### config.mk
export PLATFORM = sky130hd
export DESIGN_NAME = delimited_command_tokenizer_unit_flat
export DESIGN_NICKNAME = d
export VERILOG_FILES = /design/src/hdl/dct_pkg.sv /design/src/hdl/dct_if.sv /design/src/hdl/dct_in_stage.sv /design/src/hdl/dct_step.sv /design/src/hdl/delimited_command_tokenizer_unit.sv /design/src/flat_wrapper.sv
export VERILOG_INCLUDE_DIRS = /design/src /design/src/hdl
export SDC_FILE = /design/constraint.sdc
export NUM_CORES = 1
export LEC_CHECK = 0
export BUFFER_PORTS_ARGS = -buffer_cell sky130_fd_sc_hd__buf_2
export CORE_UTILIZATION = 55
export CTS_BUF_LIST = sky130_fd_sc_hd__clkbuf_16
export DETAILED_ROUTE_END_ITERATION = 8
export GPL_TIMING_DRIVEN = 0
export PLACE_DENSITY = 0.81
export RECOVER_POWER = 25
export SYNTH_ARGS = -nofsm -noshare
export SYNTH_HDL_FRONTEND = slang
export SYNTH_SLANG_ARGS = --single-unit
### constraint.sdc
create_clock -name clk -period 4.2 [get_ports clk]
set_input_delay 0.21 -clock clk [delete_from_list [all_inputs] [get_ports clk]]
set_output_delay 0.21 -clock clk [all_outputs]
set_load 0.005 [all_outputs]
### src/hdl/delimited_command_tokenizer_unit_assert.svh
// ----------------------------------------------------------------------------
// Delimited command tokenizer assertion macros
// Concurrent assertion shorthands; compiled out when NO_ASSERTIONS is defined.
// ----------------------------------------------------------------------------
`ifndef DELIMITED_COMMAND_TOKENIZER_UNIT_ASSERT_SVH
`define DELIMITED_COMMAND_TOKENIZER_UNIT_ASSERT_SVH

`ifndef NO_ASSERTIONS

// Same-cycle implication.
`define DCTU_ASSERT_SAME(lbl, clk, rst_n, ante, cons, msg) \
  lbl: assert property (@(posedge clk) disable iff (!rst_n) (ante) |-> (cons)) \
    else $error(msg);

// Next-cycle implication.
`define DCTU_ASSERT_NEXT(lbl, clk, rst_n, ante, cons, msg) \
  lbl: assert property (@(posedge clk) disable iff (!rst_n) (ante) |=> (cons)) \
    else $error(msg);

`else

`define DCTU_ASSERT_SAME(lbl, clk, rst_n, ante, cons, msg)
`define DCTU_ASSERT_NEXT(lbl, clk, rst_n, ante, cons, msg)

`endif

`endif

### src/hdl/dct_pkg.sv
// ----------------------------------------------------------------------------
// Delimited command tokenizer package
// Scanner phases, token kinds, character codes, item structs and classifiers.
// ----------------------------------------------------------------------------
package dct_pkg;

  typedef enum logic [2:0] {
    PH_IDLE  = 3'd0,
    PH_BEGIN = 3'd1,
    PH_ANY   = 3'd2,
    PH_REF   = 3'd3,
    PH_CMD   = 3'd4,
    PH_WORD  = 3'd5,
    PH_EOL   = 3'd6,
    PH_CONT  = 3'd7
  } phase_t;

  typedef enum logic [2:0] {
    KIND_OPEN  = 3'd0,
    KIND_CLOSE = 3'd1,
    KIND_CMD   = 3'd2,
    KIND_REF   = 3'd3,
    KIND_WORD  = 3'd4,
    KIND_END   = 3'd5
  } kind_t;

  localparam logic [7:0] CH_NUL    = 8'h00;
  localparam logic [7:0] CH_TAB    = 8'h09;
  localparam logic [7:0] CH_NL     = 8'h0A;
  localparam logic [7:0] CH_CR     = 8'h0D;
  localparam logic [7:0] CH_SPACE  = 8'h20;
  localparam logic [7:0] CH_BAR    = 8'h7C;
  localparam logic [7:0] CH_PCT    = 8'h25;
  localparam logic [7:0] CH_RPAREN = 8'h29;
  localparam logic [7:0] CH_RBRACK = 8'h5D;
  localparam logic [7:0] CH_RBRACE = 8'h7D;
  localparam logic [7:0] CH_GT     = 8'h3E;
  localparam logic [7:0] CH_LPAREN = 8'h28;
  localparam logic [7:0] CH_LBRACK = 8'h5B;
  localparam logic [7:0] CH_LBRACE = 8'h7B;
  localparam logic [7:0] CH_LT     = 8'h3C;
  localparam logic [7:0] CH_BSLASH = 8'h5C;

  typedef struct packed {
    logic [7:0] ch;
    logic       at_end;
    logic [7:0] close_char;
  } in_item_t;

  typedef struct packed {
    logic [1:0] emit_count;
    logic [7:0] emit_first;
    logic [7:0] emit_second;
    logic       token_done;
    kind_t      token_kind;
    logic       consumed;
  } out_item_t;

  function automatic logic is_blank(input logic [7:0] c);
    return (c == CH_SPACE) || (c == CH_NL) || (c == CH_TAB);
  endfunction

  function automatic logic is_space_any(input logic [7:0] c);
    return (c == CH_SPACE) || ((c >= CH_TAB) && (c <= CH_CR));
  endfunction

  function automatic logic is_opener(input logic [7:0] c);
    return (c == CH_LPAREN) || (c == CH_LBRACK) || (c == CH_LBRACE) || (c == CH_LT);
  endfunction

  function automatic logic is_closer(input logic [7:0] c);
    return (c == CH_RPAREN) || (c == CH_RBRACK) || (c == CH_RBRACE) || (c == CH_GT);
  endfunction

endpackage

### src/hdl/dct_if.sv
// ----------------------------------------------------------------------------
// Delimited command tokenizer channels
// Valid/ready interfaces for the character stream and the token result stream.
// ----------------------------------------------------------------------------
interface dct_in_if
  import dct_pkg::*;
();
  logic       valid;
  logic       ready;
  logic [7:0] ch;
  logic       at_end;
  logic [7:0] close_char;

  modport source (output valid, output ch, output at_end, output close_char, input ready);
  modport sink   (input valid, input ch, input at_end, input close_char, output ready);
endinterface

interface dct_out_if
  import dct_pkg::*;
();
  logic       valid;
  logic       ready;
  logic [1:0] emit_count;
  logic [7:0] emit_first;
  logic [7:0] emit_second;
  logic       token_done;
  kind_t      token_kind;
  logic       consumed;

  modport source (output valid, output emit_count, output emit_first, output emit_second,
                  output token_done, output token_kind, output consumed, input ready);
  modport sink   (input valid, input emit_count, input emit_first, input emit_second,
                  input token_done, input token_kind, input consumed, output ready);
endinterface

### src/hdl/dct_in_stage.sv
// ----------------------------------------------------------------------------
// Delimited command tokenizer input stage
// Input register; holds one item until the scanner takes it.
// ----------------------------------------------------------------------------
module dct_in_stage
  import dct_pkg::*;
(
  input  logic         clk,
  input  logic         rst_n,
  dct_in_if.sink       in_chan,
  input  logic         take,
  output logic         item_valid,
  output in_item_t     item
);

  logic     valid_r;
  logic     valid_nxt;
  in_item_t item_r;
  logic     load;

  assign in_chan.ready = !valid_r || take;
  assign load          = in_chan.valid && in_chan.ready;

  always_comb begin
    valid_nxt = valid_r;
    if (load) begin
      valid_nxt = 1'b1;
    end else if (take) begin
      valid_nxt = 1'b0;
    end
  end

  always_ff @(posedge clk) begin
    if (!rst_n) begin
      valid_r <= 1'b0;
    end else begin
      valid_r <= valid_nxt;
    end
  end

  always_ff @(posedge clk) begin
    if (load) begin
      item_r <= '{ch: in_chan.ch, at_end: in_chan.at_end, close_char: in_chan.close_char};
    end
  end

  assign item_valid = valid_r;
  assign item       = item_r;

endmodule

### src/hdl/dct_step.sv
// ----------------------------------------------------------------------------
// Delimited command tokenizer scan step
// One scanner step: result item and next phase for the registered character.
// ----------------------------------------------------------------------------
module dct_step
  import dct_pkg::*;
(
  input  phase_t     phase,
  input  logic [7:0] exp_close,
  input  in_item_t   item,
  output phase_t     phase_nxt,
  output logic [7:0] exp_close_nxt,
  output out_item_t  res
);

  phase_t     ph0;
  logic [7:0] c;
  logic       closes;

  // A step taken with no token open starts one and latches its delimiter.
  always_comb begin
    c = item.ch;
    if (phase == PH_IDLE) begin
      exp_close_nxt = item.close_char;
      ph0           = (item.close_char == CH_NUL) ? PH_BEGIN : PH_ANY;
    end else begin
      exp_close_nxt = exp_close;
      ph0           = phase;
    end
    closes = is_closer(c) && (c == exp_close_nxt);
  end

  // Result item.
  always_comb begin
    res = '{emit_count: 2'd0, emit_first: CH_NUL, emit_second: CH_NUL,
            token_done: 1'b0, token_kind: KIND_OPEN, consumed: 1'b1};
    if (item.at_end) begin
      res.token_done = 1'b1;
      res.token_kind = KIND_END;
    end else begin
      case (ph0)
        PH_BEGIN: begin
          if (c == CH_BAR) begin
            res.token_done = 1'b1;
            res.token_kind = KIND_CMD;
            res.consumed   = 1'b0;
          end else if (is_opener(c)) begin
            res.emit_count = 2'd1;
            res.emit_first = c;
            res.token_done = 1'b1;
            res.token_kind = KIND_OPEN;
          end else if (!is_blank(c)) begin
            res.emit_count = 2'd1;
            res.emit_first = c;
          end
        end
        PH_ANY: begin
          if (!is_blank(c)) begin
            res.emit_count = 2'd1;
            res.emit_first = c;
            if ((c != CH_PCT) && closes) begin
              res.token_done = 1'b1;
              res.token_kind = KIND_CLOSE;
            end
          end
        end
        PH_CMD: begin
          if ((c == CH_BAR) || is_blank(c) || is_opener(c)) begin
            res.token_done = 1'b1;
            res.token_kind = KIND_CMD;
            res.consumed   = 1'b0;
          end else begin
            res.emit_count = 2'd1;
            res.emit_first = c;
          end
        end
        PH_WORD: begin
          if (is_blank(c) || (c == CH_PCT) || closes) begin
            res.token_done = 1'b1;
            res.token_kind = KIND_WORD;
            res.consumed   = 1'b0;
          end else begin
            res.emit_count = 2'd1;
            res.emit_first = c;
          end
        end
        PH_REF: begin
          if ((c == CH_NL) || (c == CH_BSLASH)) begin
            res.emit_count = 2'd0;
          end else if (closes) begin
            res.emit_count = 2'd1;
            res.emit_first = CH_NL;
            res.token_done = 1'b1;
            res.token_kind = KIND_REF;
            res.consumed   = 1'b0;
          end else begin
            res.emit_count = 2'd1;
            res.emit_first = c;
          end
        end
        PH_CONT: begin
          if (c != CH_NL) begin
            res.emit_count  = 2'd2;
            res.emit_first  = CH_BSLASH;
            res.emit_second = c;
          end
        end
        PH_EOL: begin
          res.consumed = 1'b0;
          if (c == CH_PCT) begin
            res.emit_count = 2'd1;
            res.emit_first = CH_NL;
            res.token_done = 1'b1;
            res.token_kind = KIND_REF;
          end else if (!is_space_any(c)) begin
            res.emit_count = 2'd1;
            res.emit_first = CH_SPACE;
          end
        end
        default: begin
          res.consumed = 1'b1;
        end
      endcase
    end
  end

  // Next phase.
  always_comb begin
    phase_nxt = ph0;
    if (item.at_end || res.token_done) begin
      phase_nxt = PH_IDLE;
    end else begin
      case (ph0)
        PH_BEGIN: phase_nxt = is_blank(c) ? PH_BEGIN : PH_CMD;
        PH_ANY: begin
          if (is_blank(c)) begin
            phase_nxt = PH_ANY;
          end else if (c == CH_PCT) begin
            phase_nxt = PH_REF;
          end else begin
            phase_nxt = PH_WORD;
          end
        end
        PH_REF: begin
          if (c == CH_NL) begin
            phase_nxt = PH_EOL;
          end else if (c == CH_BSLASH) begin
            phase_nxt = PH_CONT;
          end else begin
            phase_nxt = PH_REF;
          end
        end
        PH_CONT: phase_nxt = PH_REF;
        PH_EOL:  phase_nxt = PH_REF;
        default: phase_nxt = ph0;
      endcase
    end
  end

endmodule

### src/hdl/delimited_command_tokenizer_unit.sv
// ----------------------------------------------------------------------------
// Delimited command tokenizer unit
// Character-level lexer for a bar-command markup language, one char per clock while out_chan is not stalled.
// ----------------------------------------------------------------------------
//
//   channel   direction  item
//   in_chan   sink       ch, at_end, close_char
//   out_chan  source     emit_count, emit_first, emit_second, token_done,
//                        token_kind, consumed
//
// One item per clock sustained while out_chan is not stalled; an accepted item
// is held in the input register, and its result is then registered in the
// result register. The scanner phase register feeds back into the one-step
// logic each time an item advances, so that loop sets the rate.
// Reset clears the phase to idle, the latched delimiter to zero and both
// valid flags. A stalled result holds both stages; the input stage refills
// as soon as its item moves into the result register.
//
`include "delimited_command_tokenizer_unit_assert.svh"

module delimited_command_tokenizer_unit
  import dct_pkg::*;
(
  input  logic       clk,
  input  logic       rst_n,
  dct_in_if.sink     in_chan,
  dct_out_if.source  out_chan
);

  // Input register stage.
  logic      item_valid;
  in_item_t  item;
  logic      advance;

  // Scanner state.
  phase_t     phase_r;
  phase_t     phase_nxt;
  logic [7:0] exp_close_r;
  logic [7:0] exp_close_nxt;

  // Result register.
  out_item_t res;
  out_item_t res_r;
  logic      out_valid_r;
  logic      out_valid_nxt;

  // Advance whenever the result register is free or being emptied.
  assign advance = !out_valid_r || out_chan.ready;

  dct_in_stage u_in_stage (
    .clk        (clk),
    .rst_n      (rst_n),
    .in_chan    (in_chan),
    .take       (advance),
    .item_valid (item_valid),
    .item       (item)
  );

  dct_step u_step (
    .phase         (phase_r),
    .exp_close     (exp_close_r),
    .item          (item),
    .phase_nxt     (phase_nxt),
    .exp_close_nxt (exp_close_nxt),
    .res           (res)
  );

  always_comb begin
    out_valid_nxt = advance ? item_valid : out_valid_r;
  end

  // Update the scanner only when its item moves into the result register.
  always_ff @(posedge clk) begin
    if (!rst_n) begin
      phase_r     <= PH_IDLE;
      exp_close_r <= CH_NUL;
      out_valid_r <= 1'b0;
    end else begin
      out_valid_r <= out_valid_nxt;
      if (advance && item_valid) begin
        phase_r     <= phase_nxt;
        exp_close_r <= exp_close_nxt;
      end
    end
  end

  // Hold the result payload while stalled.
  always_ff @(posedge clk) begin
    if (advance && item_valid) begin
      res_r <= res;
    end
  end

  assign out_chan.valid       = out_valid_r;
  assign out_chan.emit_count  = res_r.emit_count;
  assign out_chan.emit_first  = res_r.emit_first;
  assign out_chan.emit_second = res_r.emit_second;
  assign out_chan.token_done  = res_r.token_done;
  assign out_chan.token_kind  = res_r.token_kind;
  assign out_chan.consumed    = res_r.consumed;

  // End of input always drops the scanner back to idle.
  `DCTU_ASSERT_NEXT(a_end_idles, clk, rst_n, advance && item_valid && item.at_end, phase_r == PH_IDLE, "end of input did not return scanner to idle")

  // Unused emit slots read as zero.
  `DCTU_ASSERT_SAME(a_emit_zero, clk, rst_n, out_valid_r && (res_r.emit_count == 2'd0), (res_r.emit_first == CH_NUL) && (res_r.emit_second == CH_NUL), "unused emit slot not zero")

  // A two-character emit only comes from a line join and never ends a token.
  `DCTU_ASSERT_SAME(a_pair_open, clk, rst_n, out_valid_r && (res_r.emit_count == 2'd2), !res_r.token_done && (res_r.emit_first == CH_BSLASH), "bad two-character emit")

  // A stalled result keeps the scanner state frozen.
  `DCTU_ASSERT_NEXT(a_stall_hold, clk, rst_n, out_valid_r && !out_chan.ready, $stable(phase_r) && $stable(exp_close_r), "scanner state moved during stall")

endmodule

### src/flat_wrapper.sv
// flat-port wrapper written by rule: the top's interface ports become plain ports
module delimited_command_tokenizer_unit_flat import dct_pkg::*;
  (clk, rst_n, in_chan_valid, in_chan_ch, in_chan_at_end, in_chan_close_char, in_chan_ready, out_chan_valid, out_chan_emit_count, out_chan_emit_first, out_chan_emit_second, out_chan_token_done, out_chan_token_kind, out_chan_consumed, out_chan_ready);
  dct_in_if in_chan_i ();
  dct_out_if out_chan_i ();
  input  logic clk;
  input  logic rst_n;
  input wire logic [$bits(in_chan_i.valid)-1:0] in_chan_valid;
  input wire logic [$bits(in_chan_i.ch)-1:0] in_chan_ch;
  input wire logic [$bits(in_chan_i.at_end)-1:0] in_chan_at_end;
  input wire logic [$bits(in_chan_i.close_char)-1:0] in_chan_close_char;
  output wire logic [$bits(in_chan_i.ready)-1:0] in_chan_ready;
  output wire logic [$bits(out_chan_i.valid)-1:0] out_chan_valid;
  output wire logic [$bits(out_chan_i.emit_count)-1:0] out_chan_emit_count;
  output wire logic [$bits(out_chan_i.emit_first)-1:0] out_chan_emit_first;
  output wire logic [$bits(out_chan_i.emit_second)-1:0] out_chan_emit_second;
  output wire logic [$bits(out_chan_i.token_done)-1:0] out_chan_token_done;
  output wire logic [$bits(out_chan_i.token_kind)-1:0] out_chan_token_kind;
  output wire logic [$bits(out_chan_i.consumed)-1:0] out_chan_consumed;
  input wire logic [$bits(out_chan_i.ready)-1:0] out_chan_ready;
  assign in_chan_i.valid = in_chan_valid;
  assign in_chan_i.ch = in_chan_ch;
  assign in_chan_i.at_end = in_chan_at_end;
  assign in_chan_i.close_char = in_chan_close_char;
  assign in_chan_ready = in_chan_i.ready;
  assign out_chan_valid = out_chan_i.valid;
  assign out_chan_emit_count = out_chan_i.emit_count;
  assign out_chan_emit_first = out_chan_i.emit_first;
  assign out_chan_emit_second = out_chan_i.emit_second;
  assign out_chan_token_done = out_chan_i.token_done;
  assign out_chan_token_kind = out_chan_i.token_kind;
  assign out_chan_consumed = out_chan_i.consumed;
  assign out_chan_i.ready = out_chan_ready;
  delimited_command_tokenizer_unit u_core (.clk(clk), .rst_n(rst_n), .in_chan(in_chan_i), .out_chan(out_chan_i));
endmodule
==> results by stage <==
Run status:
- The run finished with clean final reports.

Global route:
- Entering global routing, the biggest net connects 33 pins.
- For this run the aggregate overflow at the end of global routing stands at 0.
- The number of global-route vias before repair is 2102.
- The initial antenna violation count is 0.
- The wire length of the first global-routing pass is ~9200 µm.
- Global routing used 22.5% of the available tracks.

Clock network:
- TritonCTS created 5 clock buffers.
- At the later pin of the worst-skew pair, clock insertion delay measures 0.29 ns.
- The number of resized instances in the post-cts repair step is 0.
- After clock tree synthesis, the clock-pin slew on the worst setup and hold paths is roughly 0.06 ns.
- The maximum buffer depth of the clock tree is 2.
- The H-tree was split into 2 levels.
- The number of setup buffers added after CTS is 0.
- The hold-fix buffer count after cts is 0.
- TritonCTS built the clock tree.
- Clock tree synthesis found a total of 53 sinks.
- The root buffer cell chosen for the clock tree is sky130_fd_sc_hd__clkbuf_16.

Die:
- Once the floorplan was initialized, standard cells occupied 58.0% of the core.
- For this design the top-level I/O count stands at 46.
- The total number of placement rows is 25.
- The floorplan step defined a die boundary enclosing 5370 µm².
- The die height is 73.3 µm.
- In this run the standard cell core region covers between 4000 and 5000 µm².
- The die is 73.3 µm wide.

Synth:
- The cell count after synthesis came out at 279.
- Summing the areas of all compound-gate instances in the mapped netlist gives 17.1% of the synthesized area.
- The number of synthesis warnings is 0.
- The cell area that synthesis handed to floorplanning was between 2000 and 3000 µm².
- In this run, synthesis inferred 40 flip-flops with an integrated enable.
- By area the synthesized netlist is led by sky130_fd_sc_hd__edfxtp_1 (43%), sky130_fd_sc_hd__dfxtp_1 (9.3%), sky130_fd_sc_hd__nand2_1 (3.6%).
- The combinational family with the most area after synthesis is simple AND/OR/NAND/NOR gates.
- Summed over its instances, the top area cell type makes up between 40% and 50% of the synthesized netlist area.
- The post-synthesis register bit count is 53.
- Multiplexer cells account for 0% of the synthesized area.
- The adder-cell share of the synthesized area is 0%.
- The cell type with the largest total area after synthesis is sky130_fd_sc_hd__edfxtp_1.
- The post-synthesis net count is 300.
- The simple-gate share of the synthesized area is 23.8%.
- The share of the Yosys chip area taken by registers is a little over half.
- The synthesized netlist contains 60 unique library cells.
- The proportion of synthesized flip-flops having asynchronous set or reset is 0%.
- Among all flip-flop cells after synthesis, the most frequent one is sky130_fd_sc_hd__edfxtp_1.
- After Yosys synthesis, XOR and XNOR cells account for 3.13% of the synthesized area.
- The average footprint of a synthesized cell is 10.0 µm².

Timing:
- The ratio of final minimum period to clock period is about two thirds.
- Setup violations remaining at the end of the flow were counted as 0.
- The final worst clock skew is 0.00828 ns.
- The tightest slew margin relative to the limit is 52.5%.
- The max-slew violation total from the final report came to 0.
- Setup repair after global routing left no endpoint under its margin.
- Timing would allow up to about 360 MHz.
- The number of failing hold endpoints at the final stage came to 0.
- The actual slew at the worst max-slew pin is approximately 0.71 ns.
- The clock period minus worst slack is 2.77 ns.
- After routing, the total negative slack on setup checks comes to 0 ns.

Setup path:
- The signal on the critical path passes through buf_1, xnor2_1, nor2_1, o21bai_1, nand2_1, a2111oi_1, and4_1, a32o_1.
- The element type at the critical path end is a flop.
- The endpoint arrival time on the critical path is 3.00 ns.
- For the worst setup path, the data required time is 4.43 ns.
- The worst setup path is launched from a flop.
- The library cell contributing the largest single delay on the critical path is sky130_fd_sc_hd__a2111oi_1.
- The delay of the slowest cell on the worst path is slightly above 0.6 ns.
- Of all nets on the critical path, the largest fanout is 10.
- The worst setup path category is reg2reg.

Route:
- The count of antenna-violating nets left after detailed routing is 0.
- In the routed layout, each cell is associated on average with a via count of around 5.7.
- The per-cell routed wire length is between 10 and 15 µm.
- The final route contains 2284 vias.
- The detailed-route wire length is around 5600 µm.
- The number of iterations in the first detailed-routing pass is 4.
- The violation count after the first detailed-routing iteration is 148.
- The number of DRC violations after detailed routing is 0.

Final layout:
- The most common cell after layout, fill and taps aside is sky130_fd_sc_hd__buf_2.
- The final net count is 352.
- The layout-stage area growth over the synthesis result is 16.1%.
- The proportion of layout cells with a drive suffix above 1 is 18.7%.
- Leaving out fill and tap cells, the most frequent cells in the layout are sky130_fd_sc_hd__buf_2 (47), sky130_fd_sc_hd__edfxtp_1 (40), sky130_fd_sc_hd__nand2_1 (27).
- Cells fill 67.4% of the core in the end.
- The repair_antennas step left the layout with diodes totalling 0.

Place:
- During placement, the flow inserted port buffers numbering between 40 and 50.
- Summed over all nets, the half-perimeter wirelength after detailed placement is 4170 µm.
- The routability congestion estimate from global placement is 0.850.

Flow run:
- The tool flagged a number of max-cap violations equal to 0.

Power and ir drop:
- Summed over all cells, the static leakage comes to 0.00119 µW.
- VDD sags by at most 224 µV.
- Power spread over the standard cell area amounts to 342 nW/µm².

Worst hold path:
- The min-delay analysis places its worst path in the category in2reg.
## critical path, delay by kind of cell (launching register included)
kind                   cells  cell delay (ns)
flip-flops                 1             0.40
XOR/XNOR                   1             0.18
AO/OA/AOI/OAI              3             1.13
buffers and inverters      1             0.47
AND/OR/NAND/NOR            3             0.51
## sequential cells by signal, indices dropped and copies added (netlist names), 2 cells and up
name	flops
u_core.out_chan.emit_count	2
u_core.out_chan.emit_second	8
u_core.exp_close_r	8
u_core.out_chan.emit_first	8
u_core.phase_r	3
u_core.out_chan.token_kind	3
u_core.u_in_stage.item	17
## final cells by class
type / instances / area [µm²]
Fill cell: 403 / 1570
Sequential cell: 53 / 1460
Multi-Input combinational cell: 202 / 1230
Timing Repair Buffer: 45 / 224
Clock buffer: 5 / 125
Tap cell: 67 / 83.8
Buffer: 17 / 76.3
Inverter: 7 / 26.3
Clock inverter: 3 / 16.3
## metal layers
metal  GRT usage, %  share of wire [%]  wire length (µm)  vias to the layer above
li1               -                  -                 -                     1143
met1           27.0                 43              2400                     1052
met2           39.0                 49              2730                       77
met3           4.80                5.7               316                       12
met4           9.62                2.0               110                        0
met5              0                  0                 0                        -
## synth_stat cells (3+ instances only)
cell type / number
sky130_fd_sc_hd__edfxtp_1: 40
sky130_fd_sc_hd__nor2_1: 22
sky130_fd_sc_hd__xnor2_1: 3
sky130_fd_sc_hd__o21ai_0: 6
sky130_fd_sc_hd__dfxtp_1: 13
sky130_fd_sc_hd__or2_2: 4
sky130_fd_sc_hd__a31oi_1: 4
sky130_fd_sc_hd__nand3_1: 13
sky130_fd_sc_hd__nand2_1: 27
sky130_fd_sc_hd__or4_1: 3
sky130_fd_sc_hd__xor2_1: 7
sky130_fd_sc_hd__nor2b_1: 7
sky130_fd_sc_hd__nor3b_1: 3
sky130_fd_sc_hd__nor3_1: 12
sky130_fd_sc_hd__clkbuf_1: 11
sky130_fd_sc_hd__inv_1: 7
sky130_fd_sc_hd__or3_1: 3
sky130_fd_sc_hd__and2_1: 11
sky130_fd_sc_hd__a21boi_0: 8
sky130_fd_sc_hd__a21oi_1: 16
sky130_fd_sc_hd__nand2b_1: 4
sky130_fd_sc_hd__buf_2: 3
sky130_fd_sc_hd__a32o_1: 3
## metrics by stage
step / worst slack (ns) / power (µW) / instances / hold WS [ns] / cell area, µm²
2_1_floorplan: 1.88 / 698 / 279 / 0.309 / 2800
3_3_place_gp: 1.43 / 737 / 391 / 0.386 / 3100
3_5_place_dp: 1.43 / 739 / 391 / 0.388 / 3110
4_1_cts: 1.43 / 1120 / 399 / 0.0912 / 3250
5_1_grt: 1.23 / 1150 / 399 / 0.0858 / 3250
6_report: 1.43 / 1110 / 399 / 0.0918 / 3250
## path summary, 6_finish.rpt
check	from	to	slack [ns]	cells after the start
max	u_core.u_in_stage.item[10]	u_core.phase_r[2]	1.43	8
min	in_chan_close_char[5]	u_core.u_in_stage.item[5]	0.09	1
max reg2reg	u_core.u_in_stage.item[10]	u_core.phase_r[2]	1.43	8
min reg2reg	u_core.exp_close_r[3]	u_core.exp_close_r[3]	0.47	2
## power by group
part	switching, µW	leakage, µW	internal (µW)
combinational	73.2	0.000623	49.4
clock	164	0.0000764	217
sequential	15.4	0.000492	591
## kinds of logic after synthesis
| group | after synthesis |
|---|---|
| buf+inv | 24 |
| xor+xnor | 10 |
| compound gates | 68 |
| flops | 53 |
| simple gates | 124 |
No activity file was read; power rests on OpenSTA's default activity.
